**config.mk**
```make
export PLATFORM = sky130hd
export DESIGN_NAME = mtg_ctrl
export DESIGN_NICKNAME = d
export VERILOG_FILES = /design/src/sv/mtg_pkg.sv /design/src/sv/mtg_ctrl.sv
export SDC_FILE = /design/constraint.sdc
export NUM_CORES = 1
export LEC_CHECK = 0
export BUFFER_PORTS_ARGS = -buffer_cell sky130_fd_sc_hd__buf_4
export CORE_MARGIN = 2
export CORE_UTILIZATION = 29
export CTS_CLUSTER_DIAMETER = 100
export DETAILED_ROUTE_END_ITERATION = 10
export SLEW_MARGIN = 20
export SYNTH_ARGS = -nofsm -noshare
export SYNTH_HDL_FRONTEND = slang
export SYNTH_SLANG_ARGS = --single-unit
```
**constraint.sdc**
```tcl
create_clock -name clk -period 4.1 [get_ports clk]
set_input_delay 0.82 -clock clk [delete_from_list [all_inputs] [get_ports clk]]
set_output_delay 0.82 -clock clk [all_outputs]
set_load 0.05 [all_outputs]
```
**src/sv/mtg_pkg.sv**
```systemverilog
`timescale 1ns / 1ps
// Package: constants, types and tempering function for the MT19937 generator.
package mtg_pkg;

    localparam int unsigned MT_WORDS = 624;
    localparam int unsigned MT_SHIFT = 397;
    localparam int unsigned IDX_W    = $clog2(MT_WORDS);
    localparam int unsigned WORD_W   = 32;

    localparam logic [IDX_W-1:0] IDX_LAST = IDX_W'(MT_WORDS - 1);

    localparam logic [WORD_W-1:0] MT_DEFAULT_SEED = 32'd5489;
    localparam logic [WORD_W-1:0] MT_INIT_MULT    = 32'd1812433253;
    localparam logic [WORD_W-1:0] MT_MATRIX       = 32'h9908_b0df;
    localparam logic [WORD_W-1:0] MT_UPPER        = 32'h8000_0000;
    localparam logic [WORD_W-1:0] MT_LOWER        = 32'h7fff_ffff;
    localparam logic [WORD_W-1:0] MT_TEMPER_B     = 32'h9d2c_5680;
    localparam logic [WORD_W-1:0] MT_TEMPER_C     = 32'hefc6_0000;

    localparam logic KIND_DRAW   = 1'b0;
    localparam logic KIND_RESEED = 1'b1;

    typedef enum logic [3:0] {
        ST_IDLE  = 4'b0001,
        ST_FILL  = 4'b0010,
        ST_ISSUE = 4'b0100,
        ST_CALC  = 4'b1000
    } mtg_state_t;

    typedef struct packed {
        logic fill_load;   // start a seed fill
        logic use_default; // fill from the default seed instead of the request
        logic fill_run;    // write one seed word, advance the recurrence
        logic issue;       // read the two twist operands
        logic calc;        // twist one word, temper it, write it back
    } mtg_cmd_t;

    typedef struct packed {
        logic fill_done;   // last word of the fill is being written
    } mtg_status_t;

    function automatic logic [WORD_W-1:0] temper(input logic [WORD_W-1:0] w);
        logic [WORD_W-1:0] y;
        y = w;
        y = y ^ (y >> 11);
        y = y ^ ((y << 7) & MT_TEMPER_B);
        y = y ^ ((y << 15) & MT_TEMPER_C);
        y = y ^ (y >> 18);
        return y;
    endfunction

endpackage

```
**src/sv/mtg_ctrl.sv**
```systemverilog
`timescale 1ns / 1ps
// Controller: request sequencing, seed fill control, result valid.
module mtg_ctrl (
    input  logic                 clk,
    input  logic                 rst_n,
    input  logic                 in_valid,
    input  logic                 in_kind,
    output logic                 in_ready,
    output logic                 out_valid,
    input  logic                 out_ready,
    output mtg_pkg::mtg_cmd_t    cmd,
    input  mtg_pkg::mtg_status_t status
);
    import mtg_pkg::*;

    mtg_state_t state_reg, state_next;
    logic       seeded_reg, seeded_next;
    logic       pending_reg, pending_next;
    logic       out_valid_reg, out_valid_next;
    logic       accept;

    assign in_ready  = (state_reg == ST_IDLE);
    assign accept    = in_valid && in_ready;
    assign out_valid = out_valid_reg;

    always_comb
    begin
        state_next   = state_reg;
        seeded_next  = seeded_reg;
        pending_next = pending_reg;
        cmd          = '0;
        unique case (state_reg)
            ST_IDLE:
            begin
                if (accept)
                begin
                    if (in_kind == KIND_RESEED)
                    begin
                        cmd.fill_load = 1'b1;
                        seeded_next   = 1'b1;
                        pending_next  = 1'b0;
                        state_next    = ST_FILL;
                    end
                    else if (!seeded_reg)
                    begin
                        // draw with no seed yet: fill from the default seed first
                        cmd.fill_load   = 1'b1;
                        cmd.use_default = 1'b1;
                        seeded_next     = 1'b1;
                        pending_next    = 1'b1;
                        state_next      = ST_FILL;
                    end
                    else
                    begin
                        state_next = ST_ISSUE;
                    end
                end
            end
            ST_FILL:
            begin
                cmd.fill_run = 1'b1;
                if (status.fill_done)
                begin
                    state_next = pending_reg ? ST_ISSUE : ST_IDLE;
                end
            end
            ST_ISSUE:
            begin
                cmd.issue  = 1'b1;
                state_next = ST_CALC;
            end
            ST_CALC:
            begin
                // hold here until the result register is free
                if (!out_valid_reg || out_ready)
                begin
                    cmd.calc   = 1'b1;
                    state_next = ST_IDLE;
                end
            end
            default:
            begin
                state_next = ST_IDLE;
            end
        endcase
    end

    assign out_valid_next = cmd.calc ? 1'b1 : (out_valid_reg && !out_ready);

    always_ff @(posedge clk or negedge rst_n)
    begin
        if (!rst_n)
        begin
            state_reg     <= ST_IDLE;
            seeded_reg    <= 1'b0;
            pending_reg   <= 1'b0;
            out_valid_reg <= 1'b0;
        end
        else
        begin
            state_reg     <= state_next;
            seeded_reg    <= seeded_next;
            pending_reg   <= pending_next;
            out_valid_reg <= out_valid_next;
        end
    end

endmodule

```
==> load_flow_metrics.sql, run 1 <==
INSERT INTO impl_metrics (metric_group, metric, value, unit) VALUES
('placement', 'placement.io_buffers', '12', ''),
('placement', 'hpwl_detailed', '636', 'µm'),
('floorplan', 'core_area', '1320', 'µm²'),
('grt', 'globalRoute.totalOverflow', '0', ''),
('synthesis', 'yosys.area.top_type', 'sky130_fd_sc_hd__dfrtp_1', ''),
('grt', 'grt_first_pass_wirelength', '1.34', 'mm'),
('clocking', 'cts_num_sinks', '7', ''),
('cells_and_area', 'stdcell_area', '544', 'µm²'),
('clocking', 'tritoncts_clock_tree', 'built', ''),
('sta', 'rsz0062_at_grt', 'no', ''),
('grt', 'grt_pass1_vias', '324', ''),
('pwr', 'ir_drop', '0.000298', 'V'),
('floorplan', 'die_width', '41.6', 'µm'),
('clocking', 'ctsRootBufferMaster', 'sky130_fd_sc_hd__clkbuf_4', ''),
('cells_and_area', 'antenna_cells_inserted', '0', ''),
('route', 'ant_nets', '0', ''),
('cells_and_area', 'finalNetCount', '61', ''),
('clocking', 'postCtsHoldBufs', '0', ''),
('synthesis', 'synth-simple-area-share', '37.9', '%'),
('critical_path', 'criticalPathCategory', 'reg2out', ''),
('sta', 'layout_worst_path_cycle_share', '62.9', '%'),
('grt', 'number_of_antenna_violations_at_the_first_check_in_global_routing', '0', ''),
('sta', 'maxSlewHeadroom', '75.2', '%'),
('pwr', 'power_per_cell_area', '702', 'nW/µm²'),
('pwr', 'finalPower', '0.000382', 'W'),
('synthesis', 'synthAdderAreaFrac', '0', '%'),
('sta', 'timing.final.setup_violations', '0', ''),
('sta', 'finalWorstPathRequiredPeriod', '2580', 'ps'),
('route', 'wl_per_cell', '11.4', 'µm'),
('floorplan', 'die_height', '41.6', 'µm'),
('critical_path', 'cp_data_arrival_time', '1760', 'ps'),
('critical_path', 'worst_setup_path_start_kind', 'flop', ''),
('sta', 'final_number_of_hold_violating_endpoints', '0', ''),
('synthesis', 'netlist_area', '409', 'µm²'),
('hold_path', 'holdCritPathClass', 'in2async', ''),
('grt', 'groute.usage.overall', '10.3', '%'),
('cells_and_area', 'final_layout_size_suffix_gt1_share', '38.9', '%'),
('pwr', 'static-leakage-power', '0.251', 'nW'),
('synthesis', 'yosys.area.top_type_share', '36.7', '%'),
('clocking', 'htree_levels', '1', ''),
('floorplan', 'design.die.area', '1730', 'µm²'),
('cells_and_area', 'fin_util', '41.3', '%'),
('cells_and_area', 'area_growth_syn_to_layout', '33.0', '%'),
('sta', 'worst_clock_skew', '5.24', 'ps'),
('clocking', 'tritoncts.num_buffers', '3', ''),
('synthesis', 'post_synth_inst_count', '38', ''),
('placement', 'routability_congestion_estimate_from_global_placement', '0.733', ''),
('critical_path', 'cp_max_fanout', '9', ''),
('sta', 'maxClockFrequency', '387', 'MHz'),
('sta', 'drv_slew', '0', ''),
('synthesis', 'synth.mux.area_fraction', '0', '%'),
('clocking', 'resize_count_post_cts', '0', ''),
('synthesis', 'postSynthRegisterBits', '7', ''),
('floorplan', 'start_util', '31.1', '%'),
('floorplan', 'design.portCount', '13', ''),
('placement', 'placed_area', '518', 'µm²'),
('sta', 'finalSetupTns', '0', 'ps'),
('run', 'drv.max_cap_violation_count', '0', ''),
('synthesis', 'synthesis.nets', '44', ''),
('route', 'dr.pass1.iters', '4', ''),
('route', 'remaining_drc_errors', '0', ''),
('clocking', 'clock_latency', '250', 'ps'),
('outcome', 'status', 'finished, final reports clean', ''),
('grt', 'grt_start_max_net_pins', '10', ''),
('synthesis', 'yosys.cell_types.count', '23', ''),
('synthesis', 'post_synth_main_area_contributors', 'sky130_fd_sc_hd__dfrtp_1 37%, sky130_fd_sc_hd__dfstp_2 6.4%, sky130_fd_sc_hd__nor4b_4 5.8%', ''),
('critical_path', 'required', '3280', 'ps'),
('synthesis', 'ys.warnings.count', '0', ''),
('route', 'dr_total_vias', '344', ''),
('cells_and_area', 'largest_register_ffs', '4', ''),
('route', 'vias_per_cell', '4.99', ''),
('critical_path', 'cp_endpoint_kind', 'output pin', ''),
('synthesis', 'synth_top_family_by_area', 'simple AND/OR/NAND/NOR gates', ''),
('synthesis', 'postSynthAreaPerCell', '10.8', 'µm²'),
('route', 'detail_route.wirelength', '788', 'µm'),
('clocking', 'post-cts-setup-buffer-count', '0', ''),
('sta', 'worst_pin_slew', '370', 'ps'),
('synthesis', 'synth_compound_gate_area_share', '15.3', '%'),
('route', 'drt_iter0_markers', '4', ''),
('floorplan', 'row_count', '13', ''),
('synthesis', 'synth_seq_area_share', '43.1', '%'),
('synthesis', 'synthXorXnorAreaFrac', '0', '%'),
('clocking', 'cts.reportedPaths.clkPinSlew', '50', 'ps'),
('clocking', 'clockBufferDepth', '2', '');
-- Yosys cell counts (all sizes together) --
master and count:
or2 1, nor4b 3, nand2 3, inv 4, and3b 1, or3b 2, dfrtp 6, dfstp 1
nor2 2, a22oi 1, nor3 2, a211oi 1, o311a 1, o22ai 1, nor2b 3, a31oi 2
nand2b 1, o21ai 1, or4b 1, o32ai 1
-- final timing paths --
check                                              start                        to  slack (ps)  depth (start not counted)
worst max-delay path            state_reg[0]$_DFFE_PN1P_                    cmd[3]        1520                          4
worst min-delay path                               rst_n  state_reg[3]$_DFFE_PN0P_         370                          1
worst max register to register  state_reg[0]$_DFFE_PN1P_  state_reg[2]$_DFFE_PN0P_        2670                          3
worst min register to register    seeded_reg$_DFFE_PN0P_    seeded_reg$_DFFE_PN0P_         510                          2
max in group asynchronous                          rst_n  state_reg[0]$_DFFE_PN1P_        3520                          1
min in group clk                  seeded_reg$_DFFE_PN0P_    seeded_reg$_DFFE_PN0P_         510                          2
-- cell families (layout without fill, tap and decap cells) --
family / count (synthesis) / in the layout
buf+inv: 4 / 20
flops: 7 / 7
compound gates: 8 / 8
simple gates: 19 / 19
-- cell type report --
| cell class | count | area, µm² |
|---|---|---|
| well taps | 15 | 18.8 |
| multi-input cells | 27 | 218 |
| inverters | 4 | 15.0 |
| repair buffers | 12 | 90.1 |
| flip-flops and latches | 7 | 176 |
| fillers | 128 | 773 |
| clock buffers | 4 | 26.3 |
-- stage by stage --
step                setup slack, ps  hold WS (ps)  std cells
floorplan                       687           456         38
global placement               1840           521         65
detailed placement             1790           509         65
CTS                            1510           369         69
global route                   1370           355         69
finish                         1520           373         69
-- power by group --
part           switching [W]  internal, W  total [W]  leakage, nW
sequential         0.0000360    0.0000910   0.000127       0.0876
clock              0.0000239    0.0000370  0.0000609       0.0150
combinational       0.000115    0.0000792   0.000194        0.148
total               0.000175     0.000207   0.000382        0.251
-- critical path: stages, from the launching register on --
cell,delay (ps)
sky130_fd_sc_hd__dfstp_2,600
sky130_fd_sc_hd__nor4b_4,360
sky130_fd_sc_hd__nand2_1,170
sky130_fd_sc_hd__nor3_1,160
sky130_fd_sc_hd__buf_4,220
-- placed cells by master, fill, tap and decap left out, drive strengths merged --
| master | synthesis | layout |
|---|---|---|
| a211oi | 1 | 1 |
| a22oi | 1 | 1 |
| a31oi | 2 | 2 |
| and3b | 1 | 1 |
| buf | 0 | 12 |
| clkbuf | 0 | 4 |
| dfrtp | 6 | 6 |
| dfstp | 1 | 1 |
| inv | 4 | 4 |
| nand2 | 3 | 3 |
| nand2b | 1 | 1 |
| nor2 | 2 | 2 |
| nor2b | 3 | 3 |
| nor3 | 2 | 2 |
| nor4b | 3 | 3 |
| o21ai | 1 | 1 |
| o22ai | 1 | 1 |
| o311a | 1 | 1 |
| o32ai | 1 | 1 |
| or2 | 1 | 1 |
| or3b | 2 | 2 |
| or4b | 1 | 1 |
-- per-layer routing --
metal  GRT usage (%)  part of all wire [%]  wire [µm]
met3            3.91                   3.3         26
met5               0                     0          0
met2            17.2                    52        406
met4            7.74                  0.76          6
met1            10.3                    44        348
(Power assumes the default switching activity.)
==> run 2: changes to the inputs <==
--- a/config.mk
+++ b/config.mk
@@ -5,6 +5,7 @@
 export SDC_FILE = /design/constraint.sdc
 export NUM_CORES = 1
 export LEC_CHECK = 0
+export ABC_AREA = 1
 export BUFFER_PORTS_ARGS = -buffer_cell sky130_fd_sc_hd__buf_4
 export CORE_MARGIN = 2
 export CORE_UTILIZATION = 29
==> constraint.sdc (replaced) <==
create_clock -name clk -period 2.4 [get_ports clk]
set_input_delay 0.48 -clock clk [delete_from_list [all_inputs] [get_ports clk]]
set_output_delay 0.48 -clock clk [all_outputs]
set_load 0.05 [all_outputs]
==> run 2 against run 1 <==
Sequential share of layout area grew 0.84 points. Global-route usage grew 2.7 points. Sequential power rose by 63%. Cell count up 22%. Area after synthesis shrank 3.4%. Critical path depth grew 3. Largest cell class is now registers. Worst hold slack worse by 350 ps. Register-to-register slack worse by 1500 ps. Total power is 91% higher. Cell area shrank 2.5%.
==> load_flow_metrics.sql, run 2 <==
INSERT INTO impl_metrics (metric_group, metric, value, unit) VALUES
('outcome', 'status', 'finished, final reports clean', ''),
('clocking', 'tritoncts_clock_tree', 'built', ''),
('route', 'dr.pass1.iters', '2', ''),
('clocking', 'clockBufferDepth', '2', ''),
('sta', 'worst_clock_skew', '4.75', 'ps'),
('critical_path', 'cp_cell_sequence', 'inv_2, nor2_4, nand2_2, nor2_4, nand2_2, nor2_1, buf_4', ''),
('run', 'drv.max_cap_violation_count', '0', ''),
('grt', 'number_of_antenna_violations_at_the_first_check_in_global_routing', '0', ''),
('synthesis', 'synthMostInstantiatedCell', 'sky130_fd_sc_hd__nand2_1', ''),
('route', 'ant_nets', '0', ''),
('critical_path', 'r2r_cells', '7', ''),
('floorplan', 'core_area', '1280', 'µm²'),
('floorplan', 'row_count', '13', ''),
('synthesis', 'netlist_area', '395', 'µm²'),
('synthesis', 'post_synth_inst_count', '53', ''),
('pwr', 'power_per_cell_area', '1380', 'nW/µm²'),
('critical_path', 'cp_endpoint_kind', 'output pin', ''),
('placement', 'place.detailed.instances', '80', ''),
('clocking', 'clock_latency', '260', 'ps'),
('synthesis', 'synth_common_cells', '12 x sky130_fd_sc_hd__nand2_1, 10 x sky130_fd_sc_hd__inv_1, 6 x sky130_fd_sc_hd__dfrtp_1', ''),
('synthesis', 'yosys.cell_types.count', '16', ''),
('synthesis', 'synthesis.nets', '59', ''),
('sta', 'layout_worst_path_cycle_share', '83.6', '%'),
('synthesis', 'post_synth_main_area_contributors', 'sky130_fd_sc_hd__dfrtp_1 38%, sky130_fd_sc_hd__nand2_1 11%, sky130_fd_sc_hd__inv_1 9.5%', ''),
('route', 'vias_per_cell', '4.23', ''),
('floorplan', 'design.die.area', '1670', 'µm²'),
('sta', 'maxClockFrequency', '499', 'MHz'),
('route', 'detail_route.wirelength', '748', 'µm'),
('clocking', 'htree_levels', '1', ''),
('critical_path', 'cp_data_arrival_time', '1530', 'ps'),
('pwr', 'ir_drop', '0.000635', 'V'),
('critical_path', 'critical_path_depth', '7', ''),
('clocking', 'resize_count_post_cts', '0', ''),
('synthesis', 'synth-edff-count', '0', ''),
('floorplan', 'start_util', '30.8', '%'),
('synthesis', 'ys.warnings.count', '0', ''),
('floorplan', 'design.portCount', '13', ''),
('cells_and_area', 'most-common-layout-cells', '12 x sky130_fd_sc_hd__nand2_1, 12 x sky130_fd_sc_hd__buf_4, 10 x sky130_fd_sc_hd__inv_1', ''),
('route', 'wl_per_cell', '8.90', 'µm'),
('critical_path', 'required', '1920', 'ps'),
('floorplan', 'die_width', '40.9', 'µm'),
('critical_path', 'cp_max_fanout', '5', ''),
('cells_and_area', 'finalNetCount', '76', ''),
('clocking', 'cts_num_sinks', '7', ''),
('critical_path', 'slowest_delay', '550', 'ps'),
('critical_path', 'worst_path_max_delay_cell', 'sky130_fd_sc_hd__dfstp_2', ''),
('sta', 'drv_slew', '0', ''),
('cells_and_area', 'antenna_cells_inserted', '0', ''),
('sta', 'rsz0062_at_grt', 'no', ''),
('clocking', 'cts.reportedPaths.clkPinSlew', '50', 'ps'),
('route', 'drt_iter0_markers', '2', ''),
('synthesis', 'synth-main-ff-cell', 'sky130_fd_sc_hd__dfrtp_1', ''),
('grt', 'groute.usage.overall', '13.1', '%'),
('sta', 'finalSetupTns', '0', 'ps'),
('sta', 'finalWorstPathRequiredPeriod', '2010', 'ps'),
('clocking', 'tritoncts.num_buffers', '3', ''),
('placement', 'placement.io_buffers', '12', ''),
('synthesis', 'ys_async_sr_fraction', '100', '%'),
('critical_path', 'timing.critical_path.buf_inv', '2', ''),
('synthesis', 'postSynthAreaPerCell', '7.46', 'µm²'),
('route', 'dr_total_vias', '355', ''),
('sta', 'timing.final.setup_violations', '0', ''),
('critical_path', 'worst_path_dominant_cell_family', 'flip-flops', ''),
('cells_and_area', 'final_layout_size_suffix_gt1_share', '34.8', '%'),
('grt', 'grt_pass1_vias', '335', ''),
('grt', 'globalRoute.totalOverflow', '0', ''),
('sta', 'final_number_of_hold_violating_endpoints', '0', ''),
('cells_and_area', 'finalNonFillerCells', '84', ''),
('synthesis', 'postSynthRegisterBits', '7', ''),
('synthesis', 'yosys.area.top_type', 'sky130_fd_sc_hd__dfrtp_1', ''),
('cells_and_area', 'largest_register_ffs', '4', ''),
('critical_path', 'worst_setup_path_start_kind', 'flop', ''),
('placement', 'routability_congestion_estimate_from_global_placement', '0.784', ''),
('critical_path', 'r2r_setup_slack', '1200', 'ps'),
('critical_path', 'criticalPathCategory', 'reg2out', ''),
('sta', 'maxSlewHeadroom', '89.8', '%'),
('floorplan', 'die_height', '40.9', 'µm'),
('hold_path', 'holdCritPathClass', 'in2async', ''),
('synthesis', 'yosys.area.top_type_share', '38.0', '%'),
('placement', 'hpwl_detailed', '621', 'µm'),
('synthesis', 'synth_seq_area_share', '44.6', '%'),
('clocking', 'post-cts-setup-buffer-count', '0', ''),
('grt', 'grt_start_max_net_pins', '8', ''),
('route', 'remaining_drc_errors', '0', ''),
('cells_and_area', 'fin_util', '41.3', '%'),
('cells_and_area', 'area_growth_syn_to_layout', '34.2', '%'),
('clocking', 'ctsRootBufferMaster', 'sky130_fd_sc_hd__clkbuf_4', ''),
('pwr', 'static-leakage-power', '0.309', 'nW'),
('grt', 'grt_first_pass_wirelength', '1.34', 'mm'),
('clocking', 'postCtsHoldBufs', '0', ''),
('sta', 'worst_pin_slew', '152', 'ps');
[run 2: changes by cell type after synthesis, sizes merged, moves of 3 or more]
cell | previous run | this run
nor2 | 2 | 9
inv | 4 | 11
nor2b | 3 | 0
nand2 | 3 | 14
nand3 | 0 | 5
nor4b | 3 | 0
[run 2: metrics by stage]
stage               area, µm²  setup WS, ps  hold WS (ps)  power [W]
CTS                       531           379          26.4   0.000739
finish                    531           394          25.1   0.000730
detailed placement        504           666           298   0.000629
global placement          504           692           296   0.000620
floorplan                 395           374           184   0.000524
global route              531           291          22.8   0.000791
[run 2: kinds of logic (layout without fill, tap and decap cells)]
logic type / Yosys count / in the layout / synth area share [%]
and+or+nand+nor: 30 / 30 / 38.9
AOI/OAI and AO/OA: 4 / 4 / 5.06
buffers and inverters: 12 / 28 / 11.4
DFF: 7 / 7 / 44.6
[run 2: worst paths after layout]
kind                                     startpoint                  endpoint
min in group clk                            in_kind   pending_reg$_DFFE_PN0P_
setup / recovery           state_reg[0]$_DFFE_PN1P_                    cmd[3]
max in group asynchronous                     rst_n  state_reg[0]$_DFFE_PN1P_
hold reg to reg              seeded_reg$_DFFE_PN0P_    seeded_reg$_DFFE_PN0P_
hold / removal                                rst_n  state_reg[3]$_DFFE_PN0P_
setup reg to reg           state_reg[0]$_DFFE_PN1P_   pending_reg$_DFFE_PN0P_
[run 2: worst reg2reg max path, cell delays in order, from the launching register on]
cell and delay [ps]:
sky130_fd_sc_hd__dfstp_2 550, sky130_fd_sc_hd__inv_2 50, sky130_fd_sc_hd__nor2_4 90, sky130_fd_sc_hd__nand2_2 100, sky130_fd_sc_hd__nor2_4 110, sky130_fd_sc_hd__nand2_2 90, sky130_fd_sc_hd__nand2_1 60, sky130_fd_sc_hd__o21ai_1 50
[run 2: area by class of cell]
class                      count  area, µm²
sequential                     7        176
fill                         152        754
tap                           15       18.8
inverter                      12       45.0
timing repair buffer          12       90.1
clock buffer                   4       26.3
multi-input combinational     34        174
[run 2: layer usage]
layer,GRT usage [%],vias up,share of wire [%]
li1,-,189,-
met1,15.8,154,45
met2,19.5,9,48
met3,1.63,3,3.5
met4,12.5,0,2.9
met5,0,-,0
[run 2: power breakdown]
part	internal, W	total, W	switching (W)
clock network	0.0000635	0.000108	0.0000448
logic	0.000130	0.000415	0.000285
registers	0.000167	0.000207	0.0000406
